==> src/hdl/dswd_pkg.sv <==
package dswd_pkg;

    localparam int MOTOR_COUNT = 2;
    localparam int PACKED_MOTORS = (MOTOR_COUNT < 2) ? MOTOR_COUNT : 2;

    localparam int STEPS_W = 31;
    localparam int PRESCALE_W = 16;
    localparam int PHASE_W = 4;
    localparam int CMD_W = 3;

    localparam logic [CMD_W-1:0] CMD_TICK = 3'd0;
    localparam logic [CMD_W-1:0] CMD_TURN = 3'd1;
    localparam logic [CMD_W-1:0] CMD_STOP = 3'd2;
    localparam logic [CMD_W-1:0] CMD_PAUSE = 3'd3;
    localparam logic [CMD_W-1:0] CMD_RESUME = 3'd4;

    localparam logic [PHASE_W-1:0] PHASE_OFF = 4'b0000;
    localparam logic [PHASE_W-1:0] PHASE_A = 4'b0001;
    localparam logic [PHASE_W-1:0] PHASE_B = 4'b0010;
    localparam logic [PHASE_W-1:0] PHASE_C = 4'b0100;
    localparam logic [PHASE_W-1:0] PHASE_D = 4'b1000;
    localparam logic [PHASE_W-1:0] PHASE_ALL = 4'b1111;

    localparam logic [STEPS_W-1:0] STEPS_MAX = {STEPS_W{1'b1}};
    localparam logic [PRESCALE_W-1:0] PRESCALE_RESET = 16'd1;

    typedef struct packed {
        logic tick;
        logic turn;
        logic stop;
        logic pause;
        logic resume;
        logic reverse;
        logic [STEPS_W-1:0] steps;
    } motor_ctrl_t;

    typedef struct packed {
        logic [PHASE_W-1:0] phase_next;
        logic [STEPS_W-1:0] steps_next;
    } motor_stat_t;

endpackage

==> src/hdl/dswd_motor.sv <==
module dswd_motor (
    input  logic clk,
    input  logic rst_n,
    input  logic [dswd_pkg::PRESCALE_W-1:0] tick_prescale,
    input  dswd_pkg::motor_ctrl_t ctrl,
    output dswd_pkg::motor_stat_t stat
);

    logic [dswd_pkg::PHASE_W-1:0] phase_reg;
    logic [dswd_pkg::PHASE_W-1:0] phase_next;
    logic [dswd_pkg::STEPS_W-1:0] steps_reg;
    logic [dswd_pkg::STEPS_W-1:0] steps_next;
    logic [dswd_pkg::PRESCALE_W-1:0] count_reg;
    logic [dswd_pkg::PRESCALE_W-1:0] count_next;
    logic [dswd_pkg::PRESCALE_W-1:0] count_dec;
    logic reverse_reg;
    logic reverse_next;
    logic paused_reg;
    logic paused_next;
    logic [dswd_pkg::PHASE_W-1:0] phase_step;

    always_comb
    begin
        case (phase_reg)
            dswd_pkg::PHASE_OFF,
            dswd_pkg::PHASE_A: phase_step = reverse_reg ? dswd_pkg::PHASE_D : dswd_pkg::PHASE_B;
            dswd_pkg::PHASE_B: phase_step = reverse_reg ? dswd_pkg::PHASE_A : dswd_pkg::PHASE_C;
            dswd_pkg::PHASE_C: phase_step = reverse_reg ? dswd_pkg::PHASE_B : dswd_pkg::PHASE_D;
            dswd_pkg::PHASE_D: phase_step = reverse_reg ? dswd_pkg::PHASE_C : dswd_pkg::PHASE_A;
            default:           phase_step = dswd_pkg::PHASE_OFF;
        endcase
    end

    assign count_dec = count_reg - dswd_pkg::PRESCALE_W'(1);

    always_comb
    begin
        phase_next = phase_reg;
        steps_next = steps_reg;
        count_next = count_reg;
        reverse_next = reverse_reg;
        paused_next = paused_reg;
        if (ctrl.tick)
        begin
            if ((steps_reg != '0) && !paused_reg)
            begin
                if (count_dec == '0)
                begin
                    count_next = tick_prescale;
                    steps_next = steps_reg - dswd_pkg::STEPS_W'(1);
                    phase_next = phase_step;
                end
                else
                begin
                    count_next = count_dec;
                end
            end
            else
            begin
                phase_next = dswd_pkg::PHASE_OFF;
            end
        end
        if (ctrl.turn)
        begin
            steps_next = ctrl.steps;
            reverse_next = ctrl.reverse;
        end
        if (ctrl.stop)
        begin
            steps_next = '0;
        end
        if (ctrl.pause)
        begin
            paused_next = 1'b1;
        end
        if (ctrl.resume)
        begin
            paused_next = 1'b0;
        end
    end

    always_ff @(posedge clk or negedge rst_n)
    begin
        if (!rst_n)
        begin
            phase_reg <= dswd_pkg::PHASE_OFF;
            steps_reg <= '0;
            count_reg <= dswd_pkg::PRESCALE_RESET;
            reverse_reg <= 1'b0;
            paused_reg <= 1'b0;
        end
        else
        begin
            phase_reg <= phase_next;
            steps_reg <= steps_next;
            count_reg <= count_next;
            reverse_reg <= reverse_next;
            paused_reg <= paused_next;
        end
    end

    assign stat.phase_next = phase_next;
    assign stat.steps_next = steps_next;

    // Only one coil of a motor is ever energized.
    assert property (@(posedge clk) disable iff (!rst_n) $onehot0(phase_reg))
        else $error("More than one coil energized.");

    // A tick uses at most one step.
    assert property (@(posedge clk) disable iff (!rst_n)
        ctrl.tick |=> (steps_reg == $past(steps_reg))
                   || (steps_reg == $past(steps_reg) - dswd_pkg::STEPS_W'(1)))
        else $error("Tick changed the step count by more than one.");

    // Coils move only on a tick.
    assert property (@(posedge clk) disable iff (!rst_n)
        !ctrl.tick |=> phase_reg == $past(phase_reg))
        else $error("Phase changed without a tick.");

endmodule

==> src/hdl/dual_stepper_wave_drive.sv <==
// Wave-drive controller for two four-coil steppers sharing one coil byte.
// Input beats arrive on s_axis: tuser carries the command (tick, turn,
// stop, pause, resume) and the addressed motor, tdata the signed step count
// and the turn direction. Each input beat yields exactly one output beat on
// m_axis with the coil byte, a latch flag that is set when a tick changed
// the byte, the ready mask and the remaining steps of the addressed motor.
// The prescaler reload is written through cfg_we and cfg_wdata; the user
// must do so only while the block is idle, which the block itself does not
// enforce. A value of zero means 65536 ticks per step. Each beat passes the
// input register and then the result register, with the motor updates
// between them. One beat is accepted every cycle as long as the output side
// takes its beats; the result register frees up in the same cycle its beat
// is taken. When the receiver stalls, the result register holds and one
// more beat waits in the input register before s_axis_tready drops.
// Reset clears both motors to zero steps, released coils, forward, not
// paused, prescalers at one, and the reload register to one.
module dual_stepper_wave_drive (
    input  logic clk,
    input  logic rst_n,
    input  logic cfg_we,
    input  logic [15:0] cfg_wdata,
    input  logic s_axis_tvalid,
    output logic s_axis_tready,
    input  logic [39:0] s_axis_tdata,  // steps[31:0], direction[32], zero pad
    input  logic [3:0] s_axis_tuser,   // command[2:0], motor[3]
    output logic m_axis_tvalid,
    input  logic m_axis_tready,
    output logic [47:0] m_axis_tdata,  // coil_byte, ready_mask, remaining_selected, pad
    output logic [0:0] m_axis_tuser    // latch_pulse
);

    logic [dswd_pkg::PRESCALE_W-1:0] prescale_reg;

    logic in_valid_reg;
    logic [dswd_pkg::CMD_W-1:0] in_cmd_reg;
    logic in_motor_reg;
    logic [31:0] in_steps_reg;
    logic in_dir_reg;

    logic out_valid_reg;
    logic [7:0] out_coil_reg;
    logic out_latch_reg;
    logic [1:0] out_ready_reg;
    logic [dswd_pkg::STEPS_W-1:0] out_rem_reg;
    logic [7:0] last_sent_reg;

    logic advance;
    logic accept_in;
    logic is_tick;
    logic [31:0] steps_neg;
    logic [dswd_pkg::STEPS_W-1:0] steps_mag;
    logic reverse_eff;
    logic [7:0] coil_next;
    logic latch_next;
    logic [1:0] ready_next;
    logic [dswd_pkg::STEPS_W-1:0] rem_next;

    dswd_pkg::motor_ctrl_t ctrl [dswd_pkg::MOTOR_COUNT];
    dswd_pkg::motor_stat_t stat [dswd_pkg::MOTOR_COUNT];

    assign advance = in_valid_reg && (!out_valid_reg || m_axis_tready);
    assign s_axis_tready = !in_valid_reg || advance;
    assign accept_in = s_axis_tvalid && s_axis_tready;

    always_ff @(posedge clk or negedge rst_n)
    begin
        if (!rst_n)
        begin
            prescale_reg <= dswd_pkg::PRESCALE_RESET;
        end
        else if (cfg_we)
        begin
            prescale_reg <= cfg_wdata;
        end
    end

    always_ff @(posedge clk or negedge rst_n)
    begin
        if (!rst_n)
        begin
            in_valid_reg <= 1'b0;
        end
        else if (accept_in)
        begin
            in_valid_reg <= 1'b1;
        end
        else if (advance)
        begin
            in_valid_reg <= 1'b0;
        end
    end

    always_ff @(posedge clk)
    begin
        if (accept_in)
        begin
            in_cmd_reg <= s_axis_tuser[2:0];
            in_motor_reg <= s_axis_tuser[3];
            in_steps_reg <= s_axis_tdata[31:0];
            in_dir_reg <= s_axis_tdata[32];
        end
    end

    // A negative count turns the other way; its magnitude saturates.
    assign steps_neg = 32'd0 - in_steps_reg;
    assign reverse_eff = in_dir_reg ^ in_steps_reg[31];
    always_comb
    begin
        if (!in_steps_reg[31])
        begin
            steps_mag = in_steps_reg[30:0];
        end
        else if (steps_neg[31])
        begin
            steps_mag = dswd_pkg::STEPS_MAX;
        end
        else
        begin
            steps_mag = steps_neg[30:0];
        end
    end

    assign is_tick = (in_cmd_reg == dswd_pkg::CMD_TICK);

    for (genvar k = 0; k < dswd_pkg::MOTOR_COUNT; k++)
    begin : g_motor
        logic sel;
        assign sel = advance && (32'(in_motor_reg) == k);
        assign ctrl[k].tick = advance && is_tick;
        assign ctrl[k].turn = sel && (in_cmd_reg == dswd_pkg::CMD_TURN);
        assign ctrl[k].stop = sel && (in_cmd_reg == dswd_pkg::CMD_STOP);
        assign ctrl[k].pause = sel && (in_cmd_reg == dswd_pkg::CMD_PAUSE);
        assign ctrl[k].resume = sel && (in_cmd_reg == dswd_pkg::CMD_RESUME);
        assign ctrl[k].reverse = reverse_eff;
        assign ctrl[k].steps = steps_mag;

        dswd_motor u_motor (
            .clk           (clk),
            .rst_n         (rst_n),
            .tick_prescale (prescale_reg),
            .ctrl          (ctrl[k]),
            .stat          (stat[k])
        );
    end

    always_comb
    begin
        coil_next = '0;
        ready_next = '1;
        for (int k = 0; k < dswd_pkg::PACKED_MOTORS; k++)
        begin
            coil_next[4*k +: 4] = stat[k].phase_next & dswd_pkg::PHASE_ALL;
            ready_next[k] = (stat[k].steps_next == '0);
        end
        if (32'(in_motor_reg) < dswd_pkg::MOTOR_COUNT)
        begin
            rem_next = stat[in_motor_reg].steps_next;
        end
        else
        begin
            rem_next = '0;
        end
        latch_next = is_tick && (coil_next != last_sent_reg);
    end

    always_ff @(posedge clk or negedge rst_n)
    begin
        if (!rst_n)
        begin
            out_valid_reg <= 1'b0;
            last_sent_reg <= '0;
        end
        else
        begin
            if (advance)
            begin
                out_valid_reg <= 1'b1;
            end
            else if (m_axis_tready)
            begin
                out_valid_reg <= 1'b0;
            end
            if (advance && is_tick)
            begin
                last_sent_reg <= coil_next;
            end
        end
    end

    always_ff @(posedge clk)
    begin
        if (advance)
        begin
            out_coil_reg <= coil_next;
            out_latch_reg <= latch_next;
            out_ready_reg <= ready_next;
            out_rem_reg <= rem_next;
        end
    end

    assign m_axis_tvalid = out_valid_reg;
    assign m_axis_tdata = {7'd0, out_rem_reg, out_ready_reg, out_coil_reg};
    assign m_axis_tuser = out_latch_reg;

    // After a tick the last byte sent is the byte just reported.
    assert property (@(posedge clk) disable iff (!rst_n)
        (advance && is_tick) |=> (last_sent_reg == out_coil_reg))
        else $error("Last sent byte does not track the reported coil byte.");

    // Only a tick can raise the latch flag.
    assert property (@(posedge clk) disable iff (!rst_n)
        (advance && !is_tick) |=> !out_latch_reg)
        else $error("Latch flag raised by a command other than tick.");

    // An empty result register never blocks the input side.
    assert property (@(posedge clk) disable iff (!rst_n)
        !out_valid_reg |-> s_axis_tready)
        else $error("Input stalled while the result register is empty.");

    // A non-tick command leaves the coil byte at the last byte sent.
    assert property (@(posedge clk) disable iff (!rst_n)
        (advance && !is_tick) |-> (coil_next == last_sent_reg))
        else $error("Coil byte changed by a command other than tick.");

endmodule
==> config.mk <==
export PLATFORM = sky130hd
export DESIGN_NAME = dual_stepper_wave_drive
export DESIGN_NICKNAME = d
export VERILOG_FILES = /design/src/hdl/dswd_pkg.sv /design/src/hdl/dswd_motor.sv /design/src/hdl/dual_stepper_wave_drive.sv
export SDC_FILE = /design/constraint.sdc
export NUM_CORES = 1
export LEC_CHECK = 0
export BUFFER_PORTS_ARGS = -buffer_cell sky130_fd_sc_hd__buf_2
export CAP_MARGIN = 20
export CORE_MARGIN = 5
export CORE_UTILIZATION = 49
export DETAILED_ROUTE_END_ITERATION = 8
export PLACE_DENSITY = 0.78
export SKIP_LAST_GASP = 1
export SLEW_MARGIN = 30
export SYNTH_ARGS = -nofsm -noshare
export SYNTH_HDL_FRONTEND = slang
export SYNTH_SLANG_ARGS = --single-unit
==> constraint.sdc <==
create_clock -name clk -period 6.46 [get_ports clk]
set_clock_uncertainty 0.1 [all_clocks]
set_input_delay 0.646 -clock clk [delete_from_list [all_inputs] [get_ports clk]]
set_output_delay 0.646 -clock clk [all_outputs]
set_load 0.05 [all_outputs]
==> key figures <==
Status
  – Status: complete, no violations

Clock network
  – Max H-tree Level: 1
  – CTS tree: built
  – Buffer depth of the longest clock path: 3
  – Clock Latency Late Sink: between 500 and 600 ps
  – Post-CTS Resized: 0
  – CTS sink cnt: 211
  – Post-CTS Setup Inserts: 0
  – CTS root buffer: clkbuf_16
  – Clock-pin slew on the worst setup and hold paths: about 60 ps
  – TritonCTS Buffers: 23
  – Hold-fix buffers, CTS: 0

Timing
  – Setup TNS: 0 ps
  – Hold Violations, Final: 0
  – Fmax: a little under 200 MHz
  – Setup ws final: 1380 ps
  – Slew margin rel.: between 30% and 40%
  – Final Max Tran Viols: 0
  – Final min period: around 5000 ps
  – Unrepaired setup endpoints after global routing: false
  – Crit share post-route: about four fifths
  – Final setup fails: 0
  – Worst-Margin Slew: about 1000 ps

Placement
  – Post-DP Area: about 13000 µm²
  – Final HPWL DP: roughly 26 mm
  – Worst slack, placed: 1530 ps
  – # port buffers: ~100
  – Gpl congestion: 0.994

GRT
  – Met3 Track Usage GR: under 10%
  – Met2 GRT Util: between 30% and 40%
  – Pin count of the biggest net entering global routing: 71
  – GRT overflow: 0
  – Number of global-route vias before repair: 10417
  – GR peak layer: met2
  – GR Layer Usage met1: around a third
  – Initial antenna violation count: 0
  – First-pass GRT wire length: between 50 and 60 mm
  – GRT Overall Usage: between 20% and 30%

Pwr
  – Final Total Pwr: ~4200 µW
  – Pwr per Cell Area: approximately 300 nW/µm²
  – Leakage power: around 0.0055 µW
  – Worst vdd ir: between 0.0002 and 0.00025 V

Cells and area
  – Layout cell share with drive strength beyond 1: between 10% and 20%
  – Reg area: about 5700 µm²
  – Multi-input logic area: 6240 µm²
  – Antenna Cells: 0
  – Number of flip-flops in the largest register: a little over 60
  – Fill cell count: ~2300
  – Nets: about 1500
  – Final instance area: between 10000 and 15000 µm²
  – Final Core Density: 55.7%
  – Most frequent cells in the layout: 129 x dfrtp_1, 107 x nor2_1, 100 x buf_2
  – Syn-to-layout area delta: 12.4%
  – Commonest non-fill, non-tap cell in the layout: dfrtp_1

Synth
  – Mapped Cells: 1327
  – Post-synth cell types: a little under 90
  – Seq cells post-synth: between 200 and 250
  – Dominant synthesized flop cell: dfrtp_1
  – Post-synthesis async set-or-reset flop share: a little over three fifths
  – Sequential element share of the synthesized area: between 40% and 50%
  – Post-synth EDFFs: 79
  – Mapped Area: 12400 µm²
  – Top cell type's share of synthesized area: 25.9%
  – Synth area leaders: dfrtp_1 26%, edfxtp_1 19%, nor2_1 3.3%
  – YS warnings: 0
  – Avg Inst Size Synth: 9.38 µm²
  – Area leader, netlist: dfrtp_1

Die
  – DIE AREA: between 20000 and 30000 µm²
  – Row count: 58
  – Die Y: 169 µm
  – Placeable Area: about 25000 µm²
  – Die Width: approximately 170 µm
  – Initial core utilization: slightly below 50%
  – Number of top-level pins: 116

Setup path
  – Crit path DAT: about 5300 ps
  – Reg-to-reg slack, setup: ~1400 ps
  – CP endpoint kind: register
  – Critical-path maximum fanout: 21
  – CP Launch Type: register
  – R2R Path End: out_ready_reg[0]$_DFFE_PP_
  – Crit Path Class: reg -> reg
  – Worst R2R Path Depth: 12
  – CP required: 6660 ps
  – RR Startpoint: g_motor[0].u_motor.count_reg[1]$_DFFE_PN0P_

Detailed routing
  – Initial DRC Count: ~1100
  – ANT nets after route: 0
  – Vias per cell: 6.45
  – Residual DRC: 0
  – Routed wire per std cell: roughly 21 µm
  – DR pass1 iterations: 6
  – Total wire length: 36.1 mm
  – DR vias: 11224

Job
  – Max-cap violations: 0

Hold path
  – Min-Delay Path Class: in -> async
[final cells by class]
type,instances,share of cell area [%]
clock buffer,34,4.63
inverter,53,1.42
clock inverter,8,0.707
timing repair buffer,126,5.03
sequential,211,40.6
multi-input combinational,978,44.6
tap,330,2.95
[power breakdown]
group | internal (µW) | total [µW] | switching (µW)
clock network | 774 | 1310 | 537
logic | 406 | 1150 | 745
registers | 1590 | 1780 | 188
[cells by family (layout without fill, tap and decap cells)]
kind of cell    Yosys count  count (layout)  share of synthesized area, %
mux                      40              40                          3.54
fa+ha+maj                 7               7                         0.704
simple gates            528             528                          23.1
buf+inv                 144             221                          4.70
xor+xnor                 45              45                          3.17
other cells               1               7                        0.0301
compound gates          351             351                          19.1
flops                   211             211                          45.6
[through the flow]
step / hold slack [ps] / std cells
after floorplan: 250 / 1333
after global placement: 382 / 1697
after detailed placement: 394 / 1697
after CTS: 144 / 1739
after global routing: 185 / 1740
final: 107 / 1740
[cell usage after synthesis, drive strengths merged, types with 8 or more instances]
library cell    n
o41ai          10
clkbuf         70
a21o           13
a21oi          76
nand2b         17
edfxtp         79
o21ai          76
nor2          108
dfrtp         129
and2           15
or2            15
and4           10
xor2           23
nand4          20
a211oi          9
nand3          52
inv            53
buf            21
nor2b          12
nor4           42
nor3           59
mux2           32
xnor2          22
nor3b          10
a31oi          27
o31a           17
and3            9
or4            26
mux2i           8
o31ai          26
nand2          85
or3            24
o211ai         13
[worst max-delay path by stage]
stage / startpoint / to / slack [ps]
after floorplan: g_motor[0].u_motor.count_reg[0]$_DFFE_PN1P_ / out_ready_reg[0]$_DFFE_PP_ / 2440
after global placement: g_motor[0].u_motor.count_reg[0]$_DFFE_PN1P_ / out_ready_reg[0]$_DFFE_PP_ / 1600
after global routing: g_motor[0].u_motor.count_reg[1]$_DFFE_PN0P_ / out_ready_reg[0]$_DFFE_PP_ / 1130
final: g_motor[0].u_motor.count_reg[1]$_DFFE_PN0P_ / out_ready_reg[0]$_DFFE_PP_ / 1380
after detailed placement: g_motor[0].u_motor.count_reg[1]$_DFFE_PN0P_ / out_ready_reg[0]$_DFFE_PP_ / 1530
after CTS: g_motor[0].u_motor.count_reg[1]$_DFFE_PN0P_ / out_ready_reg[0]$_DFFE_PP_ / 1480
[per-layer routing]
metal | share of wire (%) | routed length [µm]
met4 | 3.4 | 1230
met5 | 0 | 0
met1 | 41 | 14900
met2 | 44 | 15800
met3 | 11 | 4080
[worst max-delay path, stage by stage, from the launching register on]
cell and delay (ps):
dfrtp_1 490, inv_1 140, ha_1 270, nor3b_4 350
nand3_1 150, a221o_1 470, or4b_1 940, buf_4 340
o31a_1 280, o31ai_1 390, o2111ai_1 200, or4_1 490
nor4_2 260
No activity file was read; power rests on OpenSTA's default activity.
